$ cat src/hdl/igcd_pkg.sv
// ============================================================================
// igcd_pkg - shared types and constants of the central-difference gradient
// Field widths, register map, result and pipeline-stage records.
// ============================================================================
package igcd_pkg;

    // Defaults for the top-level parameters
    localparam int MAX_LINE_DEF   = 1024;
    localparam int PIXEL_BITS_DEF = 8;

    // Fixed field widths
    localparam int LEN_REG_W = 11;
    localparam int COL_W     = 16;
    localparam int ROW_OUT_W = 10;
    localparam int GRAD_W    = 10;

    // Register reset values
    localparam logic [LEN_REG_W-1:0] LEN_RESET   = 11'd480;
    localparam logic [COL_W-1:0]     COUNT_RESET = 16'd640;

    // Configuration port
    localparam int APB_ADDR_W = 3;
    localparam int APB_DATA_W = 32;

    typedef enum logic {
        REG_LINE_LENGTH = 1'b0,
        REG_LINE_COUNT  = 1'b1
    } reg_idx_t;

    // Output queue: up to three results per pixel request
    localparam int OUTQ_DEPTH = 8;
    localparam int PUSH_MAX   = 3;
    localparam int PUSH_W     = 2;

    typedef struct packed {
        logic [COL_W-1:0]     out_column;
        logic [ROW_OUT_W-1:0] out_row;
        logic [GRAD_W-1:0]    grad_x;
        logic [GRAD_W-1:0]    grad_y;
        logic                 frame_last;
    } result_t;

    // Results of one pixel, in delivery order; entries below n are valid
    typedef struct packed {
        logic [PUSH_W-1:0]          n;
        result_t [PUSH_MAX-1:0]     item;
    } push_t;

    // Position flags of a pixel, handed from the sequencer to the datapath
    typedef struct packed {
        logic [COL_W-1:0]     col;
        logic [ROW_OUT_W-1:0] row;
        logic                 first_row;
        logic                 row_one;
        logic                 last_row;
        logic                 past_len;
        logic                 has_prev;
        logic                 left_edge;
        logic                 last_col;
    } stage_t;

endpackage

$ cat src/hdl/igcd_seq.sv
// ============================================================================
// igcd_seq - row/column sequencer and line store addressing
// Counts position, rotates the three column banks, issues the store write
// and the two reads of each pixel, and registers the pixel's position flags.
// ============================================================================
module igcd_seq import igcd_pkg::*; #(
    parameter int MAX_LINE   = MAX_LINE_DEF,
    parameter int PIXEL_BITS = PIXEL_BITS_DEF
) (
    input  logic                          aclk,
    input  logic                          aresetn,
    input  logic                          accept,
    input  logic [PIXEL_BITS-1:0]         pixel,
    input  logic [LEN_REG_W-1:0]          line_length,
    input  logic [COL_W-1:0]              line_count,
    output logic                          wr_en,
    output logic [$clog2(3*MAX_LINE)-1:0] wr_addr,
    output logic [PIXEL_BITS-1:0]         wr_data,
    output logic                          rd_en,
    output logic [$clog2(3*MAX_LINE)-1:0] rd_addr_a,
    output logic [$clog2(3*MAX_LINE)-1:0] rd_addr_b,
    output logic                          stg_valid,
    output stage_t                        stg,
    output logic [PIXEL_BITS-1:0]         stg_pixel
);

    localparam int ROW_W = $clog2(MAX_LINE);
    localparam int AW    = $clog2(3*MAX_LINE);
    localparam int LW    = (LEN_REG_W > $clog2(MAX_LINE+1)) ? LEN_REG_W : $clog2(MAX_LINE+1);
    localparam logic [1:0] BANK_LAST = 2'd2;

    logic [ROW_W-1:0]      row_reg, row_next;
    logic [COL_W-1:0]      col_reg, col_next;
    logic [1:0]            bank_reg, bank_next;
    logic [LW-1:0]         len_eff;
    logic [COL_W-1:0]      cnt_eff;
    logic                  last_row, past_len, last_col;
    logic                  stg_valid_reg;
    stage_t                stg_reg;
    logic [PIXEL_BITS-1:0] pix_reg;

    // Bank rotation: current, one column back, two columns back
    function automatic logic [1:0] rot_fwd(input logic [1:0] b);
        case (b)
            2'd0:    rot_fwd = 2'd1;
            2'd1:    rot_fwd = 2'd2;
            default: rot_fwd = 2'd0;
        endcase
    endfunction

    function automatic logic [1:0] rot_back(input logic [1:0] b);
        case (b)
            2'd0:    rot_back = 2'd2;
            2'd1:    rot_back = 2'd0;
            default: rot_back = 2'd1;
        endcase
    endfunction

    function automatic logic [AW-1:0] line_addr(input logic [1:0] b,
                                                input logic [ROW_W-1:0] r);
        case (b)
            2'd0:    line_addr = AW'(r);
            2'd1:    line_addr = AW'(MAX_LINE) + AW'(r);
            default: line_addr = AW'(2*MAX_LINE) + AW'(r);
        endcase
    endfunction

    // Effective geometry: length clamped to 2..MAX_LINE, count to at least 2
    always_comb begin
        if (LW'(line_length) < LW'(2)) begin
            len_eff = LW'(2);
        end else if (LW'(line_length) > LW'(MAX_LINE)) begin
            len_eff = LW'(MAX_LINE);
        end else begin
            len_eff = LW'(line_length);
        end
        cnt_eff  = (line_count < COL_W'(2)) ? COL_W'(2) : line_count;
        last_row = LW'(row_reg) >= len_eff - LW'(1);
        past_len = LW'(row_reg) >= len_eff;
        last_col = col_reg >= cnt_eff - COL_W'(1);
    end

    // Line store access: write current bank; read ahead in the previous
    // column, or on the final row fetch row 0 of the column that becomes
    // the previous one; read b is the row two columns back. No read hits
    // the entry being written; only the final-row read shares its bank.
    assign wr_en     = accept;
    assign wr_data   = pixel;
    assign wr_addr   = line_addr(bank_reg, row_reg);
    assign rd_en     = accept;
    assign rd_addr_a = last_row ? line_addr(bank_reg, '0)
                                : line_addr(rot_back(bank_reg), row_reg + ROW_W'(1));
    assign rd_addr_b = line_addr(rot_fwd(bank_reg), row_reg);

    // Position counters
    always_comb begin
        row_next  = row_reg;
        col_next  = col_reg;
        bank_next = bank_reg;
        if (accept) begin
            if (last_row) begin
                row_next = '0;
                if (last_col) begin
                    col_next  = '0;
                    bank_next = '0;
                end else begin
                    col_next  = col_reg + COL_W'(1);
                    bank_next = rot_fwd(bank_reg);
                end
            end else begin
                row_next = row_reg + ROW_W'(1);
            end
        end
    end

    always_ff @(posedge aclk) begin
        if (!aresetn) begin
            row_reg       <= '0;
            col_reg       <= '0;
            bank_reg      <= '0;
            stg_valid_reg <= 1'b0;
        end else begin
            row_reg       <= row_next;
            col_reg       <= col_next;
            bank_reg      <= bank_next;
            stg_valid_reg <= accept;
        end
    end

    // Position flags travel with the pixel to the datapath stage
    always_ff @(posedge aclk) begin
        if (accept) begin
            stg_reg.col       <= col_reg;
            stg_reg.row       <= ROW_OUT_W'(row_reg);
            stg_reg.first_row <= (row_reg == '0);
            stg_reg.row_one   <= (row_reg == ROW_W'(1));
            stg_reg.last_row  <= last_row;
            stg_reg.past_len  <= past_len;
            stg_reg.has_prev  <= (col_reg != '0);
            stg_reg.left_edge <= (col_reg == COL_W'(1));
            stg_reg.last_col  <= last_col;
            pix_reg           <= pixel;
        end
    end

    assign stg_valid = stg_valid_reg;
    assign stg       = stg_reg;
    assign stg_pixel = pix_reg;

    a_no_rw_overlap: assert property (@(posedge aclk) disable iff (!aresetn)
        wr_en |-> (rd_addr_a != wr_addr) && (rd_addr_b != wr_addr))
        else $error("line store read collides with write");

    a_bank_range: assert property (@(posedge aclk) disable iff (!aresetn)
        bank_reg <= BANK_LAST)
        else $error("bank rotation out of range");

endmodule

$ cat config.mk
export PLATFORM = sky130hd
export DESIGN_NAME = igcd_seq
export DESIGN_NICKNAME = d
export VERILOG_FILES = /design/src/hdl/igcd_pkg.sv /design/src/hdl/igcd_seq.sv
export SDC_FILE = /design/constraint.sdc
export NUM_CORES = 1
export LEC_CHECK = 0
export BUFFER_PORTS_ARGS = -buffer_cell sky130_fd_sc_hd__buf_2
export CAP_MARGIN = 20
export CORE_MARGIN = 5
export CORE_UTILIZATION = 48
export CTS_BUF_LIST = sky130_fd_sc_hd__clkbuf_16
export CTS_CLUSTER_SIZE = 8
export DETAILED_ROUTE_END_ITERATION = 8
export HOLD_SLACK_MARGIN = 0.05
export PLACE_DENSITY = 0.77
export SYNTH_ARGS = -nofsm -noshare
export SYNTH_HDL_FRONTEND = slang
export SYNTH_SLANG_ARGS = --single-unit
export TNS_END_PERCENT = 20
$ cat constraint.sdc
create_clock -name aclk -period 4.3 [get_ports aclk]
set_clock_uncertainty 0.05 [all_clocks]
set_input_delay 0.43 -clock aclk [delete_from_list [all_inputs] [get_ports aclk]]
set_output_delay 0.43 -clock aclk [all_outputs]
set_load 0.005 [all_outputs]
==> flow_summary.json, run 1 <==
{
  "antenna_found_initial": 0,
  "crit-reg2reg-launch": "row_reg[0]",
  "cp-startpoint": "line_length[5]",
  "slew_headroom_pct": 56.7,
  "cts_tree": "built",
  "fin_util_pct": 60.4,
  "cp_cell_sequence": "buf_2 -> or3_1 -> nor3_2 -> o21ai_0 -> ha_1 -> o21ai_1 -> xnor2_1 -> ha_1 -> a21o_1 -> a2111oi_2 -> o31ai_2 -> o21ai_2 -> inv_4 -> nor2_1 -> buf_2",
  "largest_reg_flops": 33,
  "clockPowerShare_pct": 31.2,
  "setup_viol": 0,
  "synth_warnings": 0,
  "regArea_um2": 1810,
  "ys.flop_type": "edfxtp_1",
  "hold_class": "in -> reg",
  "synthCells": 475,
  "boundaryPins": 126,
  "internal_power_mw": 1.55,
  "fmax_mhz": 242,
  "cap_violations": 0,
  "globalplace.congestion": 0.875,
  "finalCriticalPeriod_ns": 4.13,
  "post_drt_wl_per_cell_um": 16.5,
  "critPathMaxFanout": 17,
  "detailed_place.area_um2": 5240,
  "power.share.combinational_pct": 29.3,
  "yosys.area_share.adder_pct": 12.5,
  "grt_use_total_pct": 20.5,
  "synth_top_family_by_area": "simple AND/OR/NAND/NOR gates",
  "hold_ws_ns": 0.239,
  "io_buffers": 125,
  "p_per_area_nw_per_um2": 416,
  "final_cell_area_um2": 5560,
  "status": "finished, final reports clean",
  "synth_fp_nets": 558,
  "end_kind": "output pin",
  "ys_seq_area_share_pct": 40.3,
  "cts_buffer_depth": 2,
  "p_sw_mw": 0.757,
  "final_cells": 718,
  "fin_tns_setup_ns": 0,
  "place_inst": 701,
  "worstMarginPinSlew_ns": 0.643,
  "rows": 35,
  "cts-root-buf": "clkbuf_16",
  "synthXorXnorAreaFrac_pct": 3.90,
  "vias_per_cell": 5.82,
  "grt_first_pass_wirelength_mm": 19.1,
  "die_w_um": 107,
  "drv_slew": 0,
  "synth-simple-area-share_pct": 20.8,
  "syn_avg_cell_area_um2": 9.45,
  "initial_core_util_pct": 48.8,
  "clk_pin_slew_ns": 0.05,
  "vdd.ir_drop.worst_v": 0.000202,
  "ys_types": 56,
  "ys_seq_elements": 70,
  "drc": 0,
  "async_reset_ff_share_pct": 0,
  "drive_gt1_share_pct": 30.3,
  "cp.required_ns": 3.82,
  "cts_max_level": 3,
  "synth_compound_area_share_pct": 15.8,
  "place_hpwl_mm": 8.77,
  "grt_pass1_vias": 4036,
  "cts-hold-fix-buffers": 0,
  "fillers": 810,
  "num_antenna_cells": 0,
  "power_leakage_nw": 2.46,
  "final_nets": 685,
  "clock_latency_ns": 0.33,
  "worstSetupPathType": "in -> out",
  "hold_violations": 0,
  "p_sw_share_pct": 32.8,
  "drtIter0Drc": 335,
  "die_y_um": 107,
  "cp_slowest_cell": "or3_1",
  "area_growth_pct": 23.8,
  "die_area_um2": 11400,
  "crit_path_max_incr_delay_ns": 0.44,
  "post-route-period-util_pct": 95.9,
  "multi_input_area_um2": 2410,
  "grt_max_degree": 50,
  "synthMuxAreaShare_pct": 0,
  "drt_wl_total_mm": 11.9,
  "min_from": "pixel[2]",
  "ant_nets": 0,
  "core_area_um2": 9200,
  "cp_data_arrival_time_ns": 3.65,
  "firstDrtPassIters": 8,
  "clock_sinks": 70,
  "start_kind": "primary input",
  "via_count": 4176,
  "synth-edff-count": 41,
  "numCtsBuffers": 9,
  "globalRouteOverflowTotal": 0,
  "netlist_area_um2": 4490,
  "seq_power_share_pct": 39.6
}
-- routing by layer --
layer  global-route usage, %  wire, um  part of all wire (%)  up-vias
met3                    3.91       840                   7.1       19
met1                    24.4      4650                    39     1952
met2                    36.8      6190                    52      191
met5                       0         0                     0        -
met4                    7.58       192                   1.6        0
li1                        -         -                     -     2014
-- path summary, 6_finish.rpt --
kind	endpoint	cells past startpoint	slack (ns)
hold / removal	stg_pixel[2]	1	0.24
setup reg to reg	col_reg[6]	10	1.37
setup / recovery	rd_addr_a[3]	15	0.17
hold reg to reg	bank_reg[0]	1	0.48
-- Yosys cell counts, types with 5 or more instances --
cell / n / share of area [%]
dfxtp_1: 29 / 13
a32oi_1: 9 / 1.8
nor2b_1: 6 / 0.84
nor4_1: 9 / 1.3
o31ai_1: 8 / 1.3
xor2_1: 6 / 1.2
or3_1: 5 / 0.70
nand4_1: 13 / 1.8
a21oi_1: 20 / 2.2
edfxtp_1: 41 / 27
nand3_1: 23 / 2.6
buf_4: 21 / 3.5
and2_1: 9 / 1.3
inv_1: 17 / 1.4
nand2_1: 37 / 3.1
xnor2_1: 14 / 2.7
clkbuf_1: 10 / 0.84
and3_1: 10 / 1.4
o21ai_1: 17 / 1.9
ha_1: 45 / 13
nor3_1: 14 / 1.6
nand2b_1: 5 / 0.70
o22ai_1: 10 / 1.4
nor2_1: 31 / 2.6
-- cell families after synthesis --
logic type,after synthesis
xor gates and xnor gates,20
AOI/OAI and AO/OA,104
and+or+nand+nor,179
DFF,70
adders and majority gates,45
buffers and inverters,57
-- power by group through the flow --
stage | Combinational (mW) | Sequential [mW] | Clock [mW]
final | 0.676 | 0.915 | 0.720
after CTS | 0.662 | 0.915 | 0.730
after floorplan | 0.410 | 0.904 | 0
after global placement | 0.624 | 0.923 | 0
after global routing | 0.754 | 0.927 | 0.761
after detailed placement | 0.660 | 0.930 | 0
-- placed cells by master, fill, tap and decap left out, types with 3 or more instances in the layout --
cell type	n
or4_1	3
nor3_1	13
and4_1	3
a31oi_1	4
nand2_1	37
nand3_1	23
nand3b_1	3
buf_4	27
o21a_1	4
edfxtp_1	41
a32oi_1	9
or2_1	3
nor2_1	30
nand2b_1	5
and3_1	10
or3_1	5
o31ai_1	8
nand4_1	13
o311ai_1	3
o21ai_0	4
inv_1	18
a21o_1	3
xor2_1	6
o21ai_1	17
buf_2	125
a211oi_1	4
nor2b_1	6
dfxtp_1	29
clkbuf_16	9
and2_1	9
ha_1	45
nor4_1	8
a21oi_1	20
xnor2_1	14
o22ai_1	10
inv_2	3
-- worst max-delay path: cells and delay by family --
| kind | cells | cell delay [ns] |
|---|---|---|
| compound gates | 6 | 1.27 |
| simple gates | 3 | 0.84 |
| fa+ha+maj | 2 | 0.53 |
| buf+inv | 3 | 0.41 |
| xor+xnor | 1 | 0.16 |
-- what timing repair did --
action,4_1_cts,5_1_grt
gates resized for setup,0,6
setup endpoints to repair,0,12
buffers inserted,0,1
endpoints found under the hold margin,0,0
-- stage by stage --
step | worst slack [ns] | power, mW
finish | 0.175 | 2.31
floorplan | 0.0148 | 1.31
detailed placement | -0.0596 | 1.59
global placement | 0.0398 | 1.55
CTS | 0.0595 | 2.31
global route | -0.0469 | 2.44
-- layout make-up --
type                            count  share of cell area (%)
Timing Repair Buffer              152                    14.9
Clock buffer                        9                    4.05
Tap cell                          111                    2.50
Inverter                           21                    1.46
Multi-Input combinational cell    348                    43.3
Sequential cell                    70                    32.6
Clock inverter                      7                    1.19
Note: power is estimated with default switching activity, not from simulation.
==> inputs of run 2 (changes only) <==
--- a/config.mk
+++ b/config.mk
@@ -8,12 +8,13 @@
 export BUFFER_PORTS_ARGS = -buffer_cell sky130_fd_sc_hd__buf_2
 export CAP_MARGIN = 20
 export CORE_MARGIN = 5
-export CORE_UTILIZATION = 48
+export CORE_UTILIZATION = 50
 export CTS_BUF_LIST = sky130_fd_sc_hd__clkbuf_16
 export CTS_CLUSTER_SIZE = 8
 export DETAILED_ROUTE_END_ITERATION = 8
 export HOLD_SLACK_MARGIN = 0.05
 export PLACE_DENSITY = 0.77
+export SKIP_LAST_GASP = 1
 export SYNTH_ARGS = -nofsm -noshare
 export SYNTH_HDL_FRONTEND = slang
 export SYNTH_SLANG_ARGS = --single-unit
==> constraint.sdc (replaced) <==
create_clock -name aclk -period 4.1 [get_ports aclk]
set_clock_uncertainty 0.05 [all_clocks]
set_input_delay 0.41 -clock aclk [delete_from_list [all_inputs] [get_ports aclk]]
set_output_delay 0.41 -clock aclk [all_outputs]
set_load 0.005 [all_outputs]
==> flow_summary.json, run 2 (synthesis gave the netlist of run 1 again) <==
{
  "status": "finished, final reports clean",
  "fin_tns_setup_ns": 0,
  "cap_violations": 0,
  "core_area_um2": 8720,
  "cp_cell_sequence": "buf_2 -> or3_1 -> nor3_2 -> o21ai_0 -> ha_2 -> o21ai_2 -> xnor2_2 -> ha_1 -> a21o_1 -> a2111oi_4 -> o31ai_2 -> o21ai_2 -> buf_4 -> and2_1 -> buf_2",
  "mostFrequentLayoutCells": "125 x buf_2, 43 x ha_1, 41 x edfxtp_1, 36 x nand2_1, 33 x buf_4",
  "cp_slowest_cell": "or3_1",
  "critPathMaxFanout": 6,
  "drc": 0,
  "cts_buffer_depth": 2,
  "start_kind": "primary input",
  "cp.required_ns": 3.64,
  "critPathBufInv": 3,
  "num_antenna_cells": 0,
  "grt_max_degree": 37,
  "vias_per_cell": 6.01,
  "clk_pin_slew_ns": 0.06,
  "fillers": 641,
  "vdd.ir_drop.worst_v": 0.000204,
  "boundaryPins": 126,
  "drt_wl_total_mm": 12.3,
  "ant_nets": 0,
  "drv_slew": 0,
  "multi_input_area_um2": 2530,
  "slew_headroom_pct": 56.9,
  "initial_core_util_pct": 51.5,
  "regArea_um2": 1810,
  "cts-root-buf": "clkbuf_16",
  "power_leakage_nw": 2.55,
  "globalplace.congestion": 0.865,
  "die_y_um": 105,
  "cts_max_level": 3,
  "place_hpwl_mm": 8.80,
  "fmax_mhz": 248,
  "rows": 34,
  "globalRouteOverflowTotal": 0,
  "p_per_area_nw_per_um2": 440,
  "clock_sinks": 70,
  "hold_class": "in -> reg",
  "drtIter0Drc": 289,
  "grt_first_pass_wirelength_mm": 19.3,
  "place_inst": 703,
  "firstDrtPassIters": 5,
  "io_buffers": 125,
  "cp_top_family": "compound AO/OA/AOI/OAI gates",
  "numCtsBuffers": 9,
  "worstMarginPinSlew_ns": 0.641,
  "layout_commonest_cell": "buf_2",
  "finalCriticalPeriod_ns": 4.04,
  "setup_viol": 0,
  "via_count": 4336,
  "crit_path_max_incr_delay_ns": 0.43,
  "die_area_um2": 11000,
  "cp_data_arrival_time_ns": 3.58,
  "hold_violations": 0,
  "post-route-period-util_pct": 98.5,
  "area_growth_pct": 28.5,
  "power.total_mw": 2.54,
  "largest_reg_flops": 33,
  "grt_use_total_pct": 21.1,
  "post_drt_wl_per_cell_um": 17.0,
  "die_w_um": 105,
  "cts-hold-fix-buffers": 0,
  "drive_gt1_share_pct": 33.6,
  "final_nets": 692,
  "grt_pass1_vias": 4086,
  "antenna_found_initial": 0,
  "worstSetupPathType": "in -> out",
  "end_kind": "output pin",
  "cts_tree": "built",
  "clock_latency_ns": 0.33,
  "fin_util_pct": 66.2,
  "final_cells": 722,
  "rsz0062_at_grt": "yes"
}
## run 2: cell count changes in the layout (fill, tap and decap cells not counted), sizes merged
cell	delta
clkinv	-1
clkinvlp	-1
buf	+7
bufinv	+1
inv	+1
## run 2: through the flow
| stage | hold WS [ns] | area (um^2) | setup slack [ns] |
|---|---|---|---|
| floorplan | 0.427 | 4530 | -0.00956 |
| global placement | 0.465 | 5300 | -0.157 |
| detailed placement | 0.469 | 5300 | -0.277 |
| CTS | 0.206 | 5640 | 0.0303 |
| global route | 0.208 | 5770 | -0.0966 |
| finish | 0.211 | 5770 | 0.0600 |
## run 2: power breakdown
| part | switching (mW) | total [mW] | internal, mW |
|---|---|---|---|
| registers | 0.121 | 0.961 | 0.840 |
| clock network | 0.304 | 0.838 | 0.534 |
| logic | 0.401 | 0.737 | 0.336 |
## run 2: final cells by class
cell class | count | area share (%)
clock buffer | 9 | 3.90
clock inverter | 7 | 1.69
inverter | 21 | 1.41
multi-input combinational | 348 | 43.9
sequential | 70 | 31.4
tap | 108 | 2.34
timing repair buffer | 159 | 15.3
## run 2: what timing repair did
action                     CTS  global route
buffers inserted             0             3
setup endpoints to repair   12            30
pin swaps                    0             8
gates resized for setup      3            19
## run 2: worst reg2reg max path: cells and delay by family (launching register included)
family	cells	cell delay, ns
AOI/OAI and AO/OA	5	1.01
buffers and inverters	3	0.70
DFF	1	0.56
adders and majority gates	1	0.32
and+or+nand+nor	1	0.09
## run 2: path summary, 6_finish.rpt
kind	from	to	slack, ns	cells after the start
worst min-delay path	pixel[2]	stg_pixel[2]	0.21	1
worst min register to register	col_reg[1]	stg[18]	0.48	0
worst max register to register	row_reg[0]	col_reg[6]	1.28	10
worst max-delay path	line_length[9]	rd_addr_a[1]	0.06	15
## run 2: routing by layer
| metal | vias up | GRT usage (%) | part of all wire [%] |
|---|---|---|---|
| met2 | 214 | 37.5 | 51 |
| met3 | 40 | 2.65 | 7.6 |
| met4 | 0 | 11.1 | 3.3 |
| li1 | 2038 | - | - |
| met5 | - | 0 | 0 |
| met1 | 2044 | 24.8 | 38 |
==> inputs of run 3 (changes only) <==
--- a/config.mk
+++ b/config.mk
@@ -13,7 +13,7 @@
 export CTS_CLUSTER_SIZE = 8
 export DETAILED_ROUTE_END_ITERATION = 8
 export HOLD_SLACK_MARGIN = 0.05
-export PLACE_DENSITY = 0.77
+export PLACE_DENSITY = 0.86
 export SKIP_LAST_GASP = 1
 export SYNTH_ARGS = -nofsm -noshare
 export SYNTH_HDL_FRONTEND = slang
==> flow_summary.json, run 3 (synthesis gave the netlist of run 1 again) <==
{
  "status": "finished, final reports clean",
  "cts-hold-fix-buffers": 0,
  "start_kind": "primary input",
  "cts_buffer_depth": 2,
  "fillers": 661,
  "drtIter0Drc": 291,
  "layout_commonest_cell": "buf_2",
  "globalRouteOverflowTotal": 0,
  "die_area_um2": 11000,
  "clock_latency_ns": 0.33,
  "cp_cell_sequence": "buf_6 -> or4_4 -> or4_4 -> or3b_4 -> o21ai_4 -> ha_4 -> nand2_4 -> nor4_4 -> xnor2_1 -> ha_1 -> nand4_1 -> a2111oi_2 -> buf_4 -> a211oi_4 -> buf_6 -> a32o_1 -> a31o_1",
  "area_growth_pct": 28.6,
  "critPathBufInv": 3,
  "place_hpwl_mm": 8.89,
  "vdd.ir_drop.worst_v": 0.000226,
  "ant_nets": 0,
  "post_drt_wl_per_cell_um": 16.9,
  "clock_sinks": 70,
  "cp_top_family": "simple AND/OR/NAND/NOR gates",
  "mostFrequentLayoutCells": "124 x buf_2, 44 x ha_1, 41 x edfxtp_1, 38 x buf_4, 36 x nand2_1",
  "crit_path_max_incr_delay_ns": 0.52,
  "final_cells": 728,
  "end_kind": "flop",
  "clk_pin_slew_ns": 0.06,
  "numCtsBuffers": 9,
  "hold_class": "in -> reg",
  "cts_tree": "built",
  "drc": 0,
  "vias_per_cell": 5.98,
  "rsz0062_at_grt": "yes",
  "power.total_mw": 2.45,
  "grt_max_degree": 39,
  "grt_pass1_vias": 4119,
  "slew_headroom_pct": 48.6,
  "grt_first_pass_wirelength_mm": 19.5,
  "finalCriticalPeriod_ns": 4.08,
  "rows": 34,
  "num_antenna_cells": 0,
  "initial_core_util_pct": 51.5,
  "critPathMaxFanout": 7,
  "power_leakage_nw": 2.57,
  "boundaryPins": 126,
  "cts-root-buf": "clkbuf_16",
  "cap_violations": 0,
  "die_y_um": 105,
  "grt_use_total_pct": 21.0,
  "io_buffers": 125,
  "die_w_um": 105,
  "p_per_area_nw_per_um2": 424,
  "antenna_found_initial": 0,
  "fmax_mhz": 245,
  "place_inst": 707,
  "post-route-period-util_pct": 99.5,
  "core_area_um2": 8720,
  "hold_violations": 0,
  "setup_viol": 0,
  "cts_max_level": 3,
  "via_count": 4355,
  "fin_util_pct": 66.2,
  "regArea_um2": 1810,
  "multi_input_area_um2": 2510,
  "cp_slowest_cell": "or4_4",
  "final_nets": 698,
  "firstDrtPassIters": 5,
  "cp.required_ns": 4.27,
  "drive_gt1_share_pct": 33.9,
  "globalplace.congestion": 0.877,
  "drv_slew": 0,
  "drt_wl_total_mm": 12.3,
  "largest_reg_flops": 33,
  "worstMarginPinSlew_ns": 0.771,
  "worstSetupPathType": "in -> reg",
  "cp_data_arrival_time_ns": 4.25
}
-- run 3: cell types whose count changed in the layout (fill, tap and decap cells not counted), sizes merged --
cell,change
buf,+6
clkinvlp,-1
clkinv,+3
bufinv,-1
inv,-1
-- run 3: worst reg2reg max path: stages, from the launching register on --
cell and delay [ns]:
dfxtp_1 0.54, inv_1 0.23, ha_1 0.31, nand2b_1 0.09, a31oi_1 0.10, o31ai_2 0.34
o21ai_2 0.15, inv_4 0.17, buf_4 0.17, nand3_2 0.13, buf_4 0.20, o31ai_1 0.27
-- run 3: power by group --
group	internal (mW)	switching, mW
sequential	0.840	0.120
clock	0.467	0.282
combinational	0.340	0.397
total	1.65	0.799
-- run 3: worst paths after layout --
kind / from / endpoint / slack (ns) / depth (start not counted)
worst max register to register: row_reg[0] / col_reg[10] / 1.24 / 11
worst max-delay path: line_count[11] / col_reg[6] / 0.02 / 17
worst min register to register: col_reg[1] / stg[18] / 0.47 / 0
worst min-delay path: pixel[4] / stg_pixel[4] / 0.22 / 1
-- run 3: area by class of cell --
cell class	instances	share of cell area [%]
multi-input combinational	348	43.5
sequential	70	31.4
timing repair buffer	165	16.3
clock buffer	9	3.90
tap	108	2.34
inverter	21	1.41
clock inverter	7	1.15
-- run 3: through the flow --
stage | cell area (um^2) | hold WS [ns] | worst slack (ns) | TNS (ns)
2_1_floorplan | 4530 | 0.427 | -0.00956 | -0.0382
3_3_place_gp | 5330 | 0.460 | -0.159 | -1.25
3_5_place_dp | 5330 | 0.463 | -0.311 | -4.89
4_1_cts | 5630 | 0.213 | 0.00606 | 0
5_1_grt | 5770 | 0.215 | -0.142 | -2.18
6_report | 5770 | 0.219 | 0.0218 | 0
-- run 3: per-layer routing --
metal	routed length [um]	GRT usage, %
met5	0	0
met2	6250	36.5
met4	315	8.40
met1	4750	25.7
met3	970	3.82
-- run 3: what timing repair did --
action	4_1_cts	5_1_grt
setup buffers	0	4
cloned	0	1
resized for setup	2	20
pin swaps	0	11
endpoints found under the hold margin	0	0
setup endpoints to repair	12	30
