## src/hdl/igcd_pkg.sv

```systemverilog
// ============================================================================
// igcd_pkg - shared types and constants of the central-difference gradient
// Field widths, register map, result and pipeline-stage records.
// ============================================================================
package igcd_pkg;

    // Defaults for the top-level parameters
    localparam int MAX_LINE_DEF   = 1024;
    localparam int PIXEL_BITS_DEF = 8;

    // Fixed field widths
    localparam int LEN_REG_W = 11;
    localparam int COL_W     = 16;
    localparam int ROW_OUT_W = 10;
    localparam int GRAD_W    = 10;

    // Register reset values
    localparam logic [LEN_REG_W-1:0] LEN_RESET   = 11'd480;
    localparam logic [COL_W-1:0]     COUNT_RESET = 16'd640;

    // Configuration port
    localparam int APB_ADDR_W = 3;
    localparam int APB_DATA_W = 32;

    typedef enum logic {
        REG_LINE_LENGTH = 1'b0,
        REG_LINE_COUNT  = 1'b1
    } reg_idx_t;

    // Output queue: up to three results per pixel request
    localparam int OUTQ_DEPTH = 8;
    localparam int PUSH_MAX   = 3;
    localparam int PUSH_W     = 2;

    typedef struct packed {
        logic [COL_W-1:0]     out_column;
        logic [ROW_OUT_W-1:0] out_row;
        logic [GRAD_W-1:0]    grad_x;
        logic [GRAD_W-1:0]    grad_y;
        logic                 frame_last;
    } result_t;

    // Results of one pixel, in delivery order; entries below n are valid
    typedef struct packed {
        logic [PUSH_W-1:0]          n;
        result_t [PUSH_MAX-1:0]     item;
    } push_t;

    // Position flags of a pixel, handed from the sequencer to the datapath
    typedef struct packed {
        logic [COL_W-1:0]     col;
        logic [ROW_OUT_W-1:0] row;
        logic                 first_row;
        logic                 row_one;
        logic                 last_row;
        logic                 past_len;
        logic                 has_prev;
        logic                 left_edge;
        logic                 last_col;
    } stage_t;

endpackage

```

## src/hdl/igcd_grad.sv

```systemverilog
// ============================================================================
// igcd_grad - gradient datapath
// Combines the line store read data with short registered windows of the
// previous and current column and forms up to three results per pixel.
// ============================================================================
module igcd_grad import igcd_pkg::*; #(
    parameter int PIXEL_BITS = PIXEL_BITS_DEF
) (
    input  logic                  aclk,
    input  logic                  stg_valid,
    input  stage_t                stg,
    input  logic [PIXEL_BITS-1:0] stg_pixel,
    input  logic [PIXEL_BITS-1:0] rd_a,
    input  logic [PIXEL_BITS-1:0] rd_b,
    output push_t                 push
);

    localparam int DW = (PIXEL_BITS + 2 > GRAD_W) ? PIXEL_BITS + 2 : GRAD_W;

    // prev column window: p0 = row r-1, p1 = row r; pre0 = row 0 of the
    // column that becomes previous next. x1/x2 = current column rows r-1, r-2.
    logic [PIXEL_BITS-1:0] p0_reg, p1_reg, pre0_reg, x1_reg, x2_reg;
    logic [PIXEL_BITS-1:0] prev_r;
    result_t               res_a, res_b, res_c;
    logic [PUSH_W-1:0]     n;

    // Half-unit difference, doubled for one-sided borders, kept to GRAD_W bits
    function automatic logic [GRAD_W-1:0] diff(input logic [PIXEL_BITS-1:0] a,
                                               input logic [PIXEL_BITS-1:0] b,
                                               input logic dbl);
        logic [DW-1:0] d;
        d = DW'(a) - DW'(b);
        if (dbl) begin
            d = d << 1;
        end
        return d[GRAD_W-1:0];
    endfunction

    assign prev_r = stg.first_row ? pre0_reg : p1_reg;

    // Previous column at this row
    always_comb begin
        res_a.out_column = stg.col - COL_W'(1);
        res_a.out_row    = stg.row;
        res_a.grad_x     = stg.left_edge ? diff(stg_pixel, prev_r, 1'b1)
                                         : diff(stg_pixel, rd_b, 1'b0);
        if (stg.first_row) begin
            res_a.grad_y = diff(rd_a, prev_r, 1'b1);
        end else if (stg.last_row) begin
            res_a.grad_y = diff(prev_r, p0_reg, 1'b1);
        end else begin
            res_a.grad_y = diff(rd_a, p0_reg, 1'b0);
        end
        res_a.frame_last = 1'b0;
    end

    // Last column, one row up
    always_comb begin
        res_b.out_column = stg.col;
        res_b.out_row    = stg.row - ROW_OUT_W'(1);
        res_b.grad_x     = diff(x1_reg, p0_reg, 1'b1);
        if (stg.row_one) begin
            res_b.grad_y = diff(stg_pixel, x1_reg, 1'b1);
        end else if (stg.past_len) begin
            res_b.grad_y = diff(x1_reg, x2_reg, 1'b1);
        end else begin
            res_b.grad_y = diff(stg_pixel, x2_reg, 1'b0);
        end
        res_b.frame_last = 1'b0;
    end

    // Last column, final row: closes the frame
    always_comb begin
        res_c.out_column = stg.col;
        res_c.out_row    = stg.row;
        res_c.grad_x     = diff(stg_pixel, prev_r, 1'b1);
        res_c.grad_y     = diff(stg_pixel, x1_reg, 1'b1);
        res_c.frame_last = 1'b1;
    end

    // Result count: none, A, A+B or A+B+C
    always_comb begin
        if (!stg_valid || !stg.has_prev) begin
            n = PUSH_W'(0);
        end else if (!stg.last_col || stg.first_row) begin
            n = PUSH_W'(1);
        end else if (!stg.last_row) begin
            n = PUSH_W'(2);
        end else begin
            n = PUSH_W'(3);
        end
    end

    assign push.n       = n;
    assign push.item[0] = res_a;
    assign push.item[1] = res_b;
    assign push.item[2] = res_c;

    // Slide the windows
    always_ff @(posedge aclk) begin
        if (stg_valid) begin
            p0_reg <= prev_r;
            p1_reg <= rd_a;
            x2_reg <= x1_reg;
            x1_reg <= stg_pixel;
            if (stg.last_row) begin
                pre0_reg <= rd_a;
            end
        end
    end

endmodule

```

## config.mk

```make
export PLATFORM = sky130hd
export DESIGN_NAME = igcd_grad
export DESIGN_NICKNAME = d
export VERILOG_FILES = /design/src/hdl/igcd_pkg.sv /design/src/hdl/igcd_grad.sv
export SDC_FILE = /design/constraint.sdc
export NUM_CORES = 1
export LEC_CHECK = 0
export BUFFER_PORTS_ARGS = -buffer_cell sky130_fd_sc_hd__buf_4
export CAP_MARGIN = 20
export CORE_ASPECT_RATIO = 1.2
export CORE_UTILIZATION = 56
export CTS_CLUSTER_SIZE = 25
export DETAILED_ROUTE_END_ITERATION = 7
export GPL_ROUTABILITY_DRIVEN = 0
export GPL_TIMING_DRIVEN = 0
export PLACE_DENSITY = 0.94
export SLEW_MARGIN = 0
export SYNTH_ARGS = -nofsm -noshare
export SYNTH_HDL_FRONTEND = slang
export SYNTH_SLANG_ARGS = --single-unit
```

## constraint.sdc

```tcl
create_clock -name aclk -period 9.6 [get_ports aclk]
set_input_delay 1.44 -clock aclk [delete_from_list [all_inputs] [get_ports aclk]]
set_output_delay 1.44 -clock aclk [all_outputs]
set_load 0.005 [all_outputs]
```

==> flow_results.xml, run 1 <==
<?xml version="1.0" encoding="UTF-8"?>
<metrics>
  <group name="floorplan">
    <metric name="design.core.area" unit="sq mm">0.00956</metric>
    <metric name="row_count" unit="">39</metric>
    <metric name="die_area" unit="sq mm">0.0103</metric>
    <metric name="start_util" unit="">0.579</metric>
    <metric name="die_height" unit="um">111</metric>
    <metric name="floorplan.die.width" unit="um">92.8</metric>
    <metric name="io-pin-count" unit="">202</metric>
  </group>
  <group name="yosys">
    <metric name="synth_seq_cells" unit="">40</metric>
    <metric name="post_synth_xor_area_fraction" unit="">0.0933</metric>
    <metric name="synthDistinctLibCells" unit="">62</metric>
    <metric name="dominantRegCellSynth" unit="">edfxtp_1</metric>
    <metric name="synth_top_family_by_area" unit="">adder cells</metric>
    <metric name="syn_inst" unit="">642</metric>
    <metric name="ys_seq_area_frac" unit="">0.217</metric>
    <metric name="synth_enable_flop_cells" unit="">40</metric>
    <metric name="synth_compound_gate_area_share" unit="">0.169</metric>
    <metric name="share_of_synthesized_cell_area_in_and_or_nand_and_nor_gates" unit="">0.157</metric>
    <metric name="netlist_area" unit="sq mm">0.00554</metric>
    <metric name="yosysWarnings" unit="">0</metric>
    <metric name="synth.mux.area_fraction" unit="">0.0278</metric>
    <metric name="async_reset_ff_frac" unit="">0</metric>
    <metric name="post_synth.cell_area_avg" unit="sq um">8.62</metric>
    <metric name="adder_cell_area_share_of_the_yosys_netlist" unit="">0.202</metric>
  </group>
  <group name="routing">
    <metric name="drt-total-wl" unit="mm">15.8</metric>
    <metric name="detail_route.first_pass.iterations" unit="">5</metric>
    <metric name="antenna_left" unit="">0</metric>
    <metric name="drc_errors" unit="">0</metric>
    <metric name="vias_per_cell" unit="">5.68</metric>
    <metric name="dr.first_iter.drc_count" unit="">373</metric>
    <metric name="vias" unit="">5502</metric>
    <metric name="routed_wire_length_per_instance" unit="um">16.3</metric>
  </group>
  <group name="timing">
    <metric name="fmaxAchievable" unit="MHz">152</metric>
    <metric name="finalWorstPathRequiredPeriod" unit="ns">6.59</metric>
    <metric name="rsz0062_at_grt" unit="">false</metric>
    <metric name="finalMaxSlewViolations" unit="">0</metric>
    <metric name="final-setup-viol-count" unit="">0</metric>
    <metric name="tightestPinTransition" unit="ns">0.696</metric>
    <metric name="slew_hr" unit="">0.532</metric>
    <metric name="hold_violation_total_from_the_final_report" unit="">0</metric>
    <metric name="layout_worst_path_cycle_share" unit="">0.687</metric>
    <metric name="aggregate_negative_setup_slack" unit="ns">0</metric>
    <metric name="clock_skew" unit="ns">0.00396</metric>
  </group>
  <group name="grt">
    <metric name="largest_net_degree_at_the_start_of_global_routing" unit="">35</metric>
    <metric name="global_route_wire_length_before_repair" unit="mm">25.4</metric>
    <metric name="first_global_vias" unit="">5639</metric>
    <metric name="antenna_found_initial" unit="">0</metric>
    <metric name="global_route_total_overflow" unit="">0</metric>
    <metric name="grt_use_total" unit="">0.306</metric>
  </group>
  <group name="setup_path">
    <metric name="critPathArrivalTime" unit="ns">5.15</metric>
    <metric name="library_cell_appearing_most_often_on_the_critical_path" unit="">inv_1</metric>
    <metric name="timing.critical_path.to_type" unit="">primary output</metric>
    <metric name="timing.critical_path.slowest_cell_delay" unit="ns">0.59</metric>
    <metric name="critical_path.startpoint_type" unit="">input port</metric>
    <metric name="crit_chain" unit="">clkbuf_1, buf_1, mux2i_1, inv_1, fa_1, a21o_1, a21oi_2, inv_1, a2111oi_0, nor3_1, a221o_1, buf_4</metric>
    <metric name="crit_type" unit="">input port to primary output</metric>
    <metric name="slowest_stage" unit="">buf_1</metric>
    <metric name="worst_path_dominant_cell_family" unit="">buffers and inverters</metric>
    <metric name="cp_data_required_time" unit="ns">8.16</metric>
    <metric name="count_of_buffer_and_inverter_cells_on_the_critical_path" unit="">5</metric>
    <metric name="path_max_fanout" unit="">10</metric>
  </group>
  <group name="clocking">
    <metric name="cts_tree" unit="">yes</metric>
    <metric name="buffer_cell_driving_the_clock_tree_root" unit="">clkbuf_16</metric>
    <metric name="cts_hold_repair.buffers" unit="">0</metric>
    <metric name="clock_transition_at_the_register_clock_pins_on_the_worst_setup_and_hold_paths_after_cts" unit="ns">0.06</metric>
    <metric name="post_cts_resize_count" unit="">0</metric>
    <metric name="cts_made_buffers" unit="">5</metric>
    <metric name="htree_levels" unit="">2</metric>
    <metric name="cts-root-to-sink-buffers" unit="">2</metric>
    <metric name="post_cts_setup_inserts" unit="">0</metric>
    <metric name="clock-sinks" unit="">40</metric>
    <metric name="later_pin_clock_latency_in_the_skew_report" unit="ns">0.29</metric>
  </group>
  <group name="cells_and_area">
    <metric name="fin_nets" unit="">988</metric>
    <metric name="drive_gt1_frac" unit="">0.325</metric>
    <metric name="diodes" unit="">0</metric>
    <metric name="fillerInstances" unit="">683</metric>
    <metric name="synthesis_to_finish_area_growth" unit="%">32.0</metric>
  </group>
  <group name="placed_design">
    <metric name="placement.io_buffers" unit="">192</metric>
    <metric name="place.detailed.hpwl" unit="mm">13.0</metric>
  </group>
  <group name="power_and_ir_drop">
    <metric name="powerDensity" unit="mW/mm^2">122</metric>
    <metric name="leakagePower" unit="nW">3.62</metric>
    <metric name="design_power_total" unit="mW">0.892</metric>
    <metric name="maximum_ir_drop_on_the_vdd_rail" unit="uV">124</metric>
  </group>
  <group name="job">
    <metric name="drv.max_cap_violation_count" unit="">0</metric>
  </group>
  <group name="worst_hold_path">
    <metric name="timing.hold.worst.class" unit="">flop to flop</metric>
  </group>
  <group name="status">
    <metric name="outcome" unit="">complete, no violations</metric>
  </group>
</metrics>
## placed cells by master, fill, tap and decap left out, types with 5 or more instances in the layout
master and n:
edfxtp_1 40, ha_1 75, xor2_1 27, nor2b_1 19, inv_1 71, nand3_1 6, nand2_1 31, nand2b_1 10
nor3_1 18, buf_4 250, a21oi_1 37, conb_1 6, or2_2 6, a211oi_1 13, fa_1 9, xnor2_1 32
o21ai_0 32, or3_1 5, o21a_1 10, clkbuf_16 5, mux2i_1 12, a21o_1 7, nor2_1 36, clkbuf_1 7
## cells in the mapped netlist (4+ instances only)
library cell  count  area share
a211oi_1         13       0.018
a21boi_0          4      0.0054
a21o_1            7      0.0095
a21oi_1          37       0.033
and3_1            4      0.0045
buf_4            58       0.079
clkbuf_1          7      0.0047
edfxtp_1         40        0.22
fa_1              9       0.033
ha_1             75        0.17
inv_1            71       0.048
mux2i_1          12       0.022
nand2_1          31       0.021
nand2b_1         10       0.011
nand3_1           6      0.0054
nand3b_1          4      0.0054
nor2_1           36       0.024
nor2b_1          19       0.021
nor3_1           18       0.016
nor3b_1           4      0.0054
o21a_1           10       0.014
o21ai_0          32       0.029
o31a_1            4      0.0063
o31ai_1           4      0.0054
or2_2             6      0.0068
or3_1             5      0.0056
xnor2_1          32       0.051
xor2_1           27       0.043
## where the power goes
part | total [mW] | internal (mW) | switching, mW
Clock | 0.186 | 0.121 | 0.0657
Sequential | 0.215 | 0.208 | 0.00739
Combinational | 0.491 | 0.250 | 0.240
Total | 0.892 | 0.579 | 0.313
## worst paths after layout
kind | from | to | slack (ns) | depth (start not counted)
max | stg[6] | push[8] | 3.01 | 12
min | x1_reg[0]$_DFFE_PP_ | x2_reg[0]$_DFFE_PP_ | 0.51 | 0
max reg2reg | pre0_reg[1]$_DFFE_PP_ | p0_reg[1]$_DFFE_PP_ | 8.29 | 2
min reg2reg | x1_reg[0]$_DFFE_PP_ | x2_reg[0]$_DFFE_PP_ | 0.51 | 0
## layout make-up
type,count,area (sq um),share of cell area
Multi-Input combinational cell,468,3610,0.495
Timing Repair Buffer,192,1440,0.197
Sequential cell,40,1200,0.164
Clock inverter,3,37.5,0.00514
Inverter,71,267,0.0365
Buffer,67,469,0.0642
Tap cell,123,154,0.0211
Clock buffer,5,125,0.0171
## worst register-to-register path, stage by stage (launching register included)
cell and delay [ns]:
edfxtp_1 0.36, mux2i_1 0.42, inv_1 0.23
## cell families (layout without fill, tap and decap cells)
kind of cell,after synthesis,in the layout
AND/OR/NAND/NOR,161,161
AO/OA/AOI/OAI,143,143
buffers and inverters,138,338
adder cells (fa/ha/maj),84,84
XOR/XNOR,59,59
flip-flops,40,40
multiplexers,15,15
other,2,6
## per-stage QoR
stage	cells	hold slack, ns	area [sq um]	setup slack (ns)	util
6_report	969	0.513	7310	3.01	0.764
5_1_grt	969	0.536	7310	2.82	0.764
4_1_cts	969	0.514	7310	3.11	0.764
3_5_place_dp	961	0.500	7150	3.13	0.747
3_3_place_gp	961	0.472	7150	3.28	0.747
2_1_floorplan	646	0.454	5550	3.93	-
## routing by layer
metal  GRT usage  vias to the layer above  routed length, um
met2       0.591                      252               8550
met4       0.147                        0                674
met3      0.0309                       64                858
met1       0.320                     2576               5720
li1            -                     2610                  -
met5           0                        -                  0
No activity file was read; power rests on OpenSTA's default activity.
==> inputs of run 2 (changes only) <==
- CORE_UTILIZATION: 56 -> 52
- PLACE_DENSITY: 0.94 -> 0.88
- clock period: 9.6 -> 6.3 ns (I/O delays scaled with it)
==> run 2 against run 1 <==
- register-to-register slack got worse by 3.3 ns
- critical path type unchanged
- global-route usage decreased by 1.9 points
- critical path depth unchanged
- count of clock-buffer cells in the layout increased by 1
- first-iteration DRC count decreased by 21%
- power increased by 48%
- clock skew decreased by 0.0017 ns
==> flow_results.xml, run 2 (synthesis gave the netlist of run 1 again) <==
<?xml version="1.0" encoding="UTF-8"?>
<metrics>
  <group name="status">
    <metric name="outcome" unit="">complete, no violations</metric>
  </group>
  <group name="power_and_ir_drop">
    <metric name="sw_frac_of_total" unit="">0.363</metric>
    <metric name="design_power_total" unit="mW">1.32</metric>
    <metric name="p_int" unit="mW">0.842</metric>
    <metric name="leakagePower" unit="nW">3.60</metric>
    <metric name="maximum_ir_drop_on_the_vdd_rail" unit="uV">138</metric>
    <metric name="part_of_the_total_power_dissipated_in_sequential_elements" unit="">0.248</metric>
    <metric name="powerDensity" unit="mW/mm^2">182</metric>
    <metric name="switching_component_of_the_power" unit="mW">0.480</metric>
    <metric name="clock_power_share" unit="">0.186</metric>
    <metric name="pwr-share-comb" unit="">0.566</metric>
  </group>
  <group name="clocking">
    <metric name="buffer_cell_driving_the_clock_tree_root" unit="">clkbuf_16</metric>
    <metric name="cts_made_buffers" unit="">5</metric>
    <metric name="cts_tree" unit="">yes</metric>
    <metric name="later_pin_clock_latency_in_the_skew_report" unit="ns">0.28</metric>
    <metric name="post_cts_setup_inserts" unit="">0</metric>
    <metric name="cts_hold_repair.buffers" unit="">0</metric>
    <metric name="post_cts_resize_count" unit="">0</metric>
    <metric name="clock_transition_at_the_register_clock_pins_on_the_worst_setup_and_hold_paths_after_cts" unit="ns">0.06</metric>
    <metric name="clock-sinks" unit="">40</metric>
    <metric name="cts-root-to-sink-buffers" unit="">2</metric>
    <metric name="htree_levels" unit="">2</metric>
  </group>
  <group name="timing">
    <metric name="layout_worst_path_cycle_share" unit="">0.876</metric>
    <metric name="finalMaxSlewViolations" unit="">0</metric>
    <metric name="slew_hr" unit="">0.528</metric>
    <metric name="hold_violation_total_from_the_final_report" unit="">0</metric>
    <metric name="aggregate_negative_setup_slack" unit="ns">0</metric>
    <metric name="final-setup-viol-count" unit="">0</metric>
    <metric name="tightestPinTransition" unit="ns">0.702</metric>
    <metric name="fmaxAchievable" unit="MHz">181</metric>
    <metric name="finalWorstPathRequiredPeriod" unit="ns">5.52</metric>
    <metric name="clock_skew" unit="ns">0.00222</metric>
    <metric name="rsz0062_at_grt" unit="">false</metric>
  </group>
  <group name="floorplan">
    <metric name="floorplan.die.width" unit="um">96.2</metric>
    <metric name="die_height" unit="um">115</metric>
    <metric name="io-pin-count" unit="">202</metric>
    <metric name="design.core.area" unit="sq mm">0.0102</metric>
    <metric name="die_area" unit="sq mm">0.0111</metric>
    <metric name="start_util" unit="">0.545</metric>
    <metric name="row_count" unit="">40</metric>
  </group>
  <group name="routing">
    <metric name="vias" unit="">5458</metric>
    <metric name="antenna_left" unit="">0</metric>
    <metric name="drc_errors" unit="">0</metric>
    <metric name="dr.first_iter.drc_count" unit="">294</metric>
    <metric name="drt-total-wl" unit="mm">15.8</metric>
    <metric name="routed_wire_length_per_instance" unit="um">16.3</metric>
    <metric name="detail_route.first_pass.iterations" unit="">6</metric>
    <metric name="vias_per_cell" unit="">5.62</metric>
  </group>
  <group name="setup_path">
    <metric name="path_max_fanout" unit="">10</metric>
    <metric name="timing.critical_path.to_type" unit="">primary output</metric>
    <metric name="critical_path.startpoint_type" unit="">input port</metric>
    <metric name="critPathArrivalTime" unit="ns">4.57</metric>
    <metric name="cp_data_required_time" unit="ns">5.35</metric>
    <metric name="crit_type" unit="">input port to primary output</metric>
    <metric name="minimum_setup_slack_among_reg_to_reg_paths" unit="ns">4.98</metric>
  </group>
  <group name="placed_design">
    <metric name="place.detailed.hpwl" unit="mm">13.0</metric>
    <metric name="placement.io_buffers" unit="">192</metric>
    <metric name="numPlacedInstances" unit="">964</metric>
  </group>
  <group name="cells_and_area">
    <metric name="synthesis_to_finish_area_growth" unit="%">31.6</metric>
    <metric name="drive_gt1_frac" unit="">0.325</metric>
    <metric name="fillerInstances" unit="">771</metric>
    <metric name="fin_util" unit="">0.717</metric>
    <metric name="diodes" unit="">0</metric>
    <metric name="layout_commonest_cell" unit="">buf_4</metric>
    <metric name="final_cell_mix" unit="">250 x buf_4, 75 x ha_1, 71 x inv_1</metric>
    <metric name="finalNonFillerCells" unit="">971</metric>
    <metric name="sequential_cell_area" unit="sq mm">0.00120</metric>
    <metric name="fin_nets" unit="">988</metric>
    <metric name="multi_input_comb_area" unit="sq mm">0.00361</metric>
  </group>
  <group name="grt">
    <metric name="global_route_total_overflow" unit="">0</metric>
    <metric name="global_route_wire_length_before_repair" unit="mm">24.7</metric>
    <metric name="grt_use_total" unit="">0.287</metric>
    <metric name="largest_net_degree_at_the_start_of_global_routing" unit="">35</metric>
    <metric name="met3_usage" unit="">0.0337</metric>
    <metric name="gr-max-usage-layer" unit="">met2</metric>
    <metric name="first_global_vias" unit="">5487</metric>
    <metric name="grt_util_met1" unit="">0.302</metric>
    <metric name="global_route.usage.met2" unit="">0.544</metric>
    <metric name="antenna_found_initial" unit="">0</metric>
  </group>
  <group name="job">
    <metric name="drv.max_cap_violation_count" unit="">0</metric>
  </group>
  <group name="worst_hold_path">
    <metric name="timing.hold.worst.class" unit="">flop to flop</metric>
  </group>
</metrics>
run 2: cell count changes in the layout (fill, tap and decap cells not counted):
cell	change
bufinv_16	-1
clkbuf_1	+1
clkinv_1	-2
clkinv_2	+1
run 2: critical path: stages:
cell	delay [ns]
clkbuf_1	0.32
buf_1	0.59
mux2i_1	0.55
inv_1	0.23
fa_1	0.47
a21o_1	0.19
a21oi_2	0.21
inv_1	0.06
a2111oi_0	0.46
nor3_1	0.13
a221o_1	0.28
buf_4	0.14
run 2: final timing paths:
check | from | endpoint | cells after the start
worst max-delay path | stg[6] | push[8] | 12
worst min-delay path | x1_reg[0]$_DFFE_PP_ | x2_reg[0]$_DFFE_PP_ | 0
worst min register to register | x1_reg[0]$_DFFE_PP_ | x2_reg[0]$_DFFE_PP_ | 0
worst max register to register | pre0_reg[1]$_DFFE_PP_ | p0_reg[1]$_DFFE_PP_ | 2
run 2: per-layer routing:
metal / up-vias / routed length (um) / part of all wire
met5: - / 0 / 0
met4: 0 / 629 / 0.040
met3: 66 / 877 / 0.056
met2: 247 / 8460 / 0.54
met1: 2545 / 5830 / 0.37
li1: 2600 / - / -
run 2: metrics by stage:
stage	hold slack, ns	setup WS, ns	cell area (sq um)
after CTS	0.499	0.838	7280
final	0.503	0.783	7280
after detailed placement	0.485	0.861	7150
after global routing	0.519	0.594	7280
after global placement	0.475	0.943	7150
after floorplan	0.454	1.62	5550
run 2: power by group through the flow:
stage               clock, mW  combinational, mW  sequential (mW)
global placement            0              0.703            0.331
finish                  0.246              0.749            0.328
floorplan                   0              0.420            0.329
CTS                     0.247              0.743            0.328
detailed placement          0              0.736            0.333
global route            0.255              0.820            0.329
run 2: layout make-up:
cell class	count	share of cell area
Multi-Input combinational cell	468	0.496
Timing Repair Buffer	192	0.198
Sequential cell	40	0.165
Buffer	67	0.0644
Inverter	71	0.0366
Tap cell	126	0.0216
Clock buffer	6	0.0177
Clock inverter	1	0.000687
==> inputs of run 3 (changes only) <==
- BUFFER_PORTS_ARGS: -buffer_cell sky130_fd_sc_hd__buf_4 -> -buffer_cell sky130_fd_sc_hd__buf_2
==> run 3 against run 2 <==
- setup slack improved by 0.015 ns
- die area did not move
- critical path depth did not move
- clock skew rose by 0.0034 ns
- count of clock-buffer cells in the layout fell by 1
- sequential share of layout area rose by 1.2 points
- maximum frequency rose by 0.27%
- non-clock buffer count did not move
- power fell by 7.7%
- via count fell by 5.6%
==> flow_results.xml, run 3 (synthesis gave the netlist of run 1 again) <==
<?xml version="1.0" encoding="UTF-8"?>
<metrics>
  <group name="timing">
    <metric name="layout_worst_path_cycle_share" unit="">0.873</metric>
    <metric name="finalMaxSlewViolations" unit="">0</metric>
    <metric name="aggregate_negative_setup_slack" unit="ns">0</metric>
    <metric name="clock_skew" unit="ns">0.00561</metric>
    <metric name="hold_violation_total_from_the_final_report" unit="">0</metric>
    <metric name="final-setup-viol-count" unit="">0</metric>
    <metric name="fmaxAchievable" unit="MHz">182</metric>
    <metric name="slew_hr" unit="">0.477</metric>
    <metric name="rsz0062_at_grt" unit="">false</metric>
    <metric name="finalWorstPathRequiredPeriod" unit="ns">5.50</metric>
    <metric name="tightestPinTransition" unit="ns">0.784</metric>
  </group>
  <group name="setup_path">
    <metric name="count_of_buffer_and_inverter_cells_on_the_critical_path" unit="">5</metric>
    <metric name="path_max_fanout" unit="">10</metric>
    <metric name="cp_num_cells" unit="">12</metric>
    <metric name="reg2regPathDepth" unit="">2</metric>
    <metric name="critPathArrivalTime" unit="ns">4.56</metric>
    <metric name="worst_path_dominant_cell_family" unit="">buffers and inverters</metric>
    <metric name="timing.critical_path.slowest_cell_delay" unit="ns">0.58</metric>
    <metric name="crit_chain" unit="">clkbuf_1, buf_1, mux2i_1, inv_1, fa_1, a21o_1, a21oi_2, inv_1, a2111oi_0, nor3_1, a221o_1, buf_2</metric>
    <metric name="library_cell_appearing_most_often_on_the_critical_path" unit="">inv_1</metric>
    <metric name="timing.critical_path.to_type" unit="">primary output</metric>
    <metric name="crit_type" unit="">input port to primary output</metric>
    <metric name="cp_data_required_time" unit="ns">5.35</metric>
    <metric name="critical_path.startpoint_type" unit="">input port</metric>
    <metric name="slowest_stage" unit="">buf_1</metric>
  </group>
  <group name="floorplan">
    <metric name="start_util" unit="">0.545</metric>
    <metric name="floorplan.die.width" unit="um">96.2</metric>
    <metric name="row_count" unit="">40</metric>
    <metric name="die_height" unit="um">115</metric>
    <metric name="die_area" unit="sq mm">0.0111</metric>
    <metric name="io-pin-count" unit="">202</metric>
    <metric name="design.core.area" unit="sq mm">0.0102</metric>
  </group>
  <group name="clocking">
    <metric name="clock_transition_at_the_register_clock_pins_on_the_worst_setup_and_hold_paths_after_cts" unit="ns">0.06</metric>
    <metric name="post_cts_setup_inserts" unit="">0</metric>
    <metric name="buffer_cell_driving_the_clock_tree_root" unit="">clkbuf_16</metric>
    <metric name="post_cts_resize_count" unit="">0</metric>
    <metric name="cts_made_buffers" unit="">5</metric>
    <metric name="cts_tree" unit="">yes</metric>
    <metric name="cts-root-to-sink-buffers" unit="">2</metric>
    <metric name="cts_hold_repair.buffers" unit="">0</metric>
    <metric name="htree_levels" unit="">2</metric>
    <metric name="later_pin_clock_latency_in_the_skew_report" unit="ns">0.28</metric>
    <metric name="clock-sinks" unit="">40</metric>
  </group>
  <group name="power_and_ir_drop">
    <metric name="maximum_ir_drop_on_the_vdd_rail" unit="uV">214</metric>
    <metric name="leakagePower" unit="nW">3.44</metric>
    <metric name="powerDensity" unit="mW/mm^2">179</metric>
  </group>
  <group name="worst_hold_path">
    <metric name="timing.hold.worst.class" unit="">flop to flop</metric>
    <metric name="hold_depth" unit="">0</metric>
  </group>
  <group name="cells_and_area">
    <metric name="drive_gt1_frac" unit="">0.326</metric>
    <metric name="diodes" unit="">0</metric>
    <metric name="fin_util" unit="">0.670</metric>
    <metric name="fin_nets" unit="">988</metric>
    <metric name="layout_commonest_cell" unit="">buf_2</metric>
    <metric name="synthesis_to_finish_area_growth" unit="%">23.0</metric>
    <metric name="final_cell_mix" unit="">192 x buf_2, 75 x ha_1, 71 x inv_1</metric>
  </group>
  <group name="routing">
    <metric name="drc_errors" unit="">0</metric>
    <metric name="antenna_left" unit="">0</metric>
    <metric name="dr.first_iter.drc_count" unit="">228</metric>
    <metric name="vias" unit="">5152</metric>
    <metric name="m1WireLength" unit="mm">5.60</metric>
    <metric name="vias_per_cell" unit="">5.30</metric>
    <metric name="routed_wire_length_per_instance" unit="um">13.9</metric>
    <metric name="drt-total-wl" unit="mm">13.5</metric>
    <metric name="met2_length" unit="mm">7.09</metric>
    <metric name="detail_route.first_pass.iterations" unit="">4</metric>
    <metric name="routed.top_layer" unit="">met4</metric>
    <metric name="wl_met3" unit="um">618</metric>
  </group>
  <group name="grt">
    <metric name="first_global_vias" unit="">4690</metric>
    <metric name="grt_use_total" unit="">0.240</metric>
    <metric name="largest_net_degree_at_the_start_of_global_routing" unit="">35</metric>
    <metric name="global_route_wire_length_before_repair" unit="mm">20.9</metric>
    <metric name="global_route_total_overflow" unit="">0</metric>
    <metric name="antenna_found_initial" unit="">0</metric>
  </group>
  <group name="placed_design">
    <metric name="placement.io_buffers" unit="">192</metric>
    <metric name="place.detailed.hpwl" unit="mm">11.5</metric>
  </group>
  <group name="job">
    <metric name="drv.max_cap_violation_count" unit="">0</metric>
  </group>
  <group name="status">
    <metric name="outcome" unit="">complete, no violations</metric>
  </group>
</metrics>
==> run 3: final cells by class <==
cell class | count | area, sq um
Timing Repair Buffer | 192 | 961
Tap cell | 126 | 158
Clock buffer | 5 | 125
Fill cell | 837 | 3350
Clock inverter | 3 | 13.8
Buffer | 67 | 469
Multi-Input combinational cell | 468 | 3610
Inverter | 71 | 267
Sequential cell | 40 | 1200
==> run 3: metrics by stage <==
stage	std cells	worst slack (ns)	hold slack, ns	cell area [sq um]	power [mW]
final	972	0.798	0.507	6810	1.22
after global routing	972	0.440	0.528	6810	1.31
after CTS	972	0.851	0.514	6810	1.22
after detailed placement	964	0.919	0.499	6670	0.979
after global placement	964	0.893	0.475	6670	0.964
after floorplan	646	1.62	0.454	5550	0.749
==> run 3: per-layer routing <==
| metal | vias up | track usage |
|---|---|---|
| li1 | 2608 | - |
| met3 | 16 | 0.0258 |
| met1 | 2390 | 0.282 |
| met4 | 0 | 0.0667 |
| met5 | - | 0 |
| met2 | 138 | 0.452 |
==> run 3: path summary, 6_finish.rpt <==
| path | from | end | slack, ns |
|---|---|---|---|
| setup / recovery | stg[6] | push[8] | 0.80 |
| hold / removal | x1_reg[0]$_DFFE_PP_ | x2_reg[0]$_DFFE_PP_ | 0.51 |
| setup reg to reg | pre0_reg[1]$_DFFE_PP_ | p0_reg[1]$_DFFE_PP_ | 5.00 |
| hold reg to reg | x1_reg[0]$_DFFE_PP_ | x2_reg[0]$_DFFE_PP_ | 0.51 |
==> run 3: report_power, final <==
part           total [mW]  internal [mW]  leakage [nW]  switching (mW)
clock network       0.243          0.144        0.0710          0.0992
registers           0.327          0.317         0.388          0.0107
logic               0.650          0.312          2.98           0.337
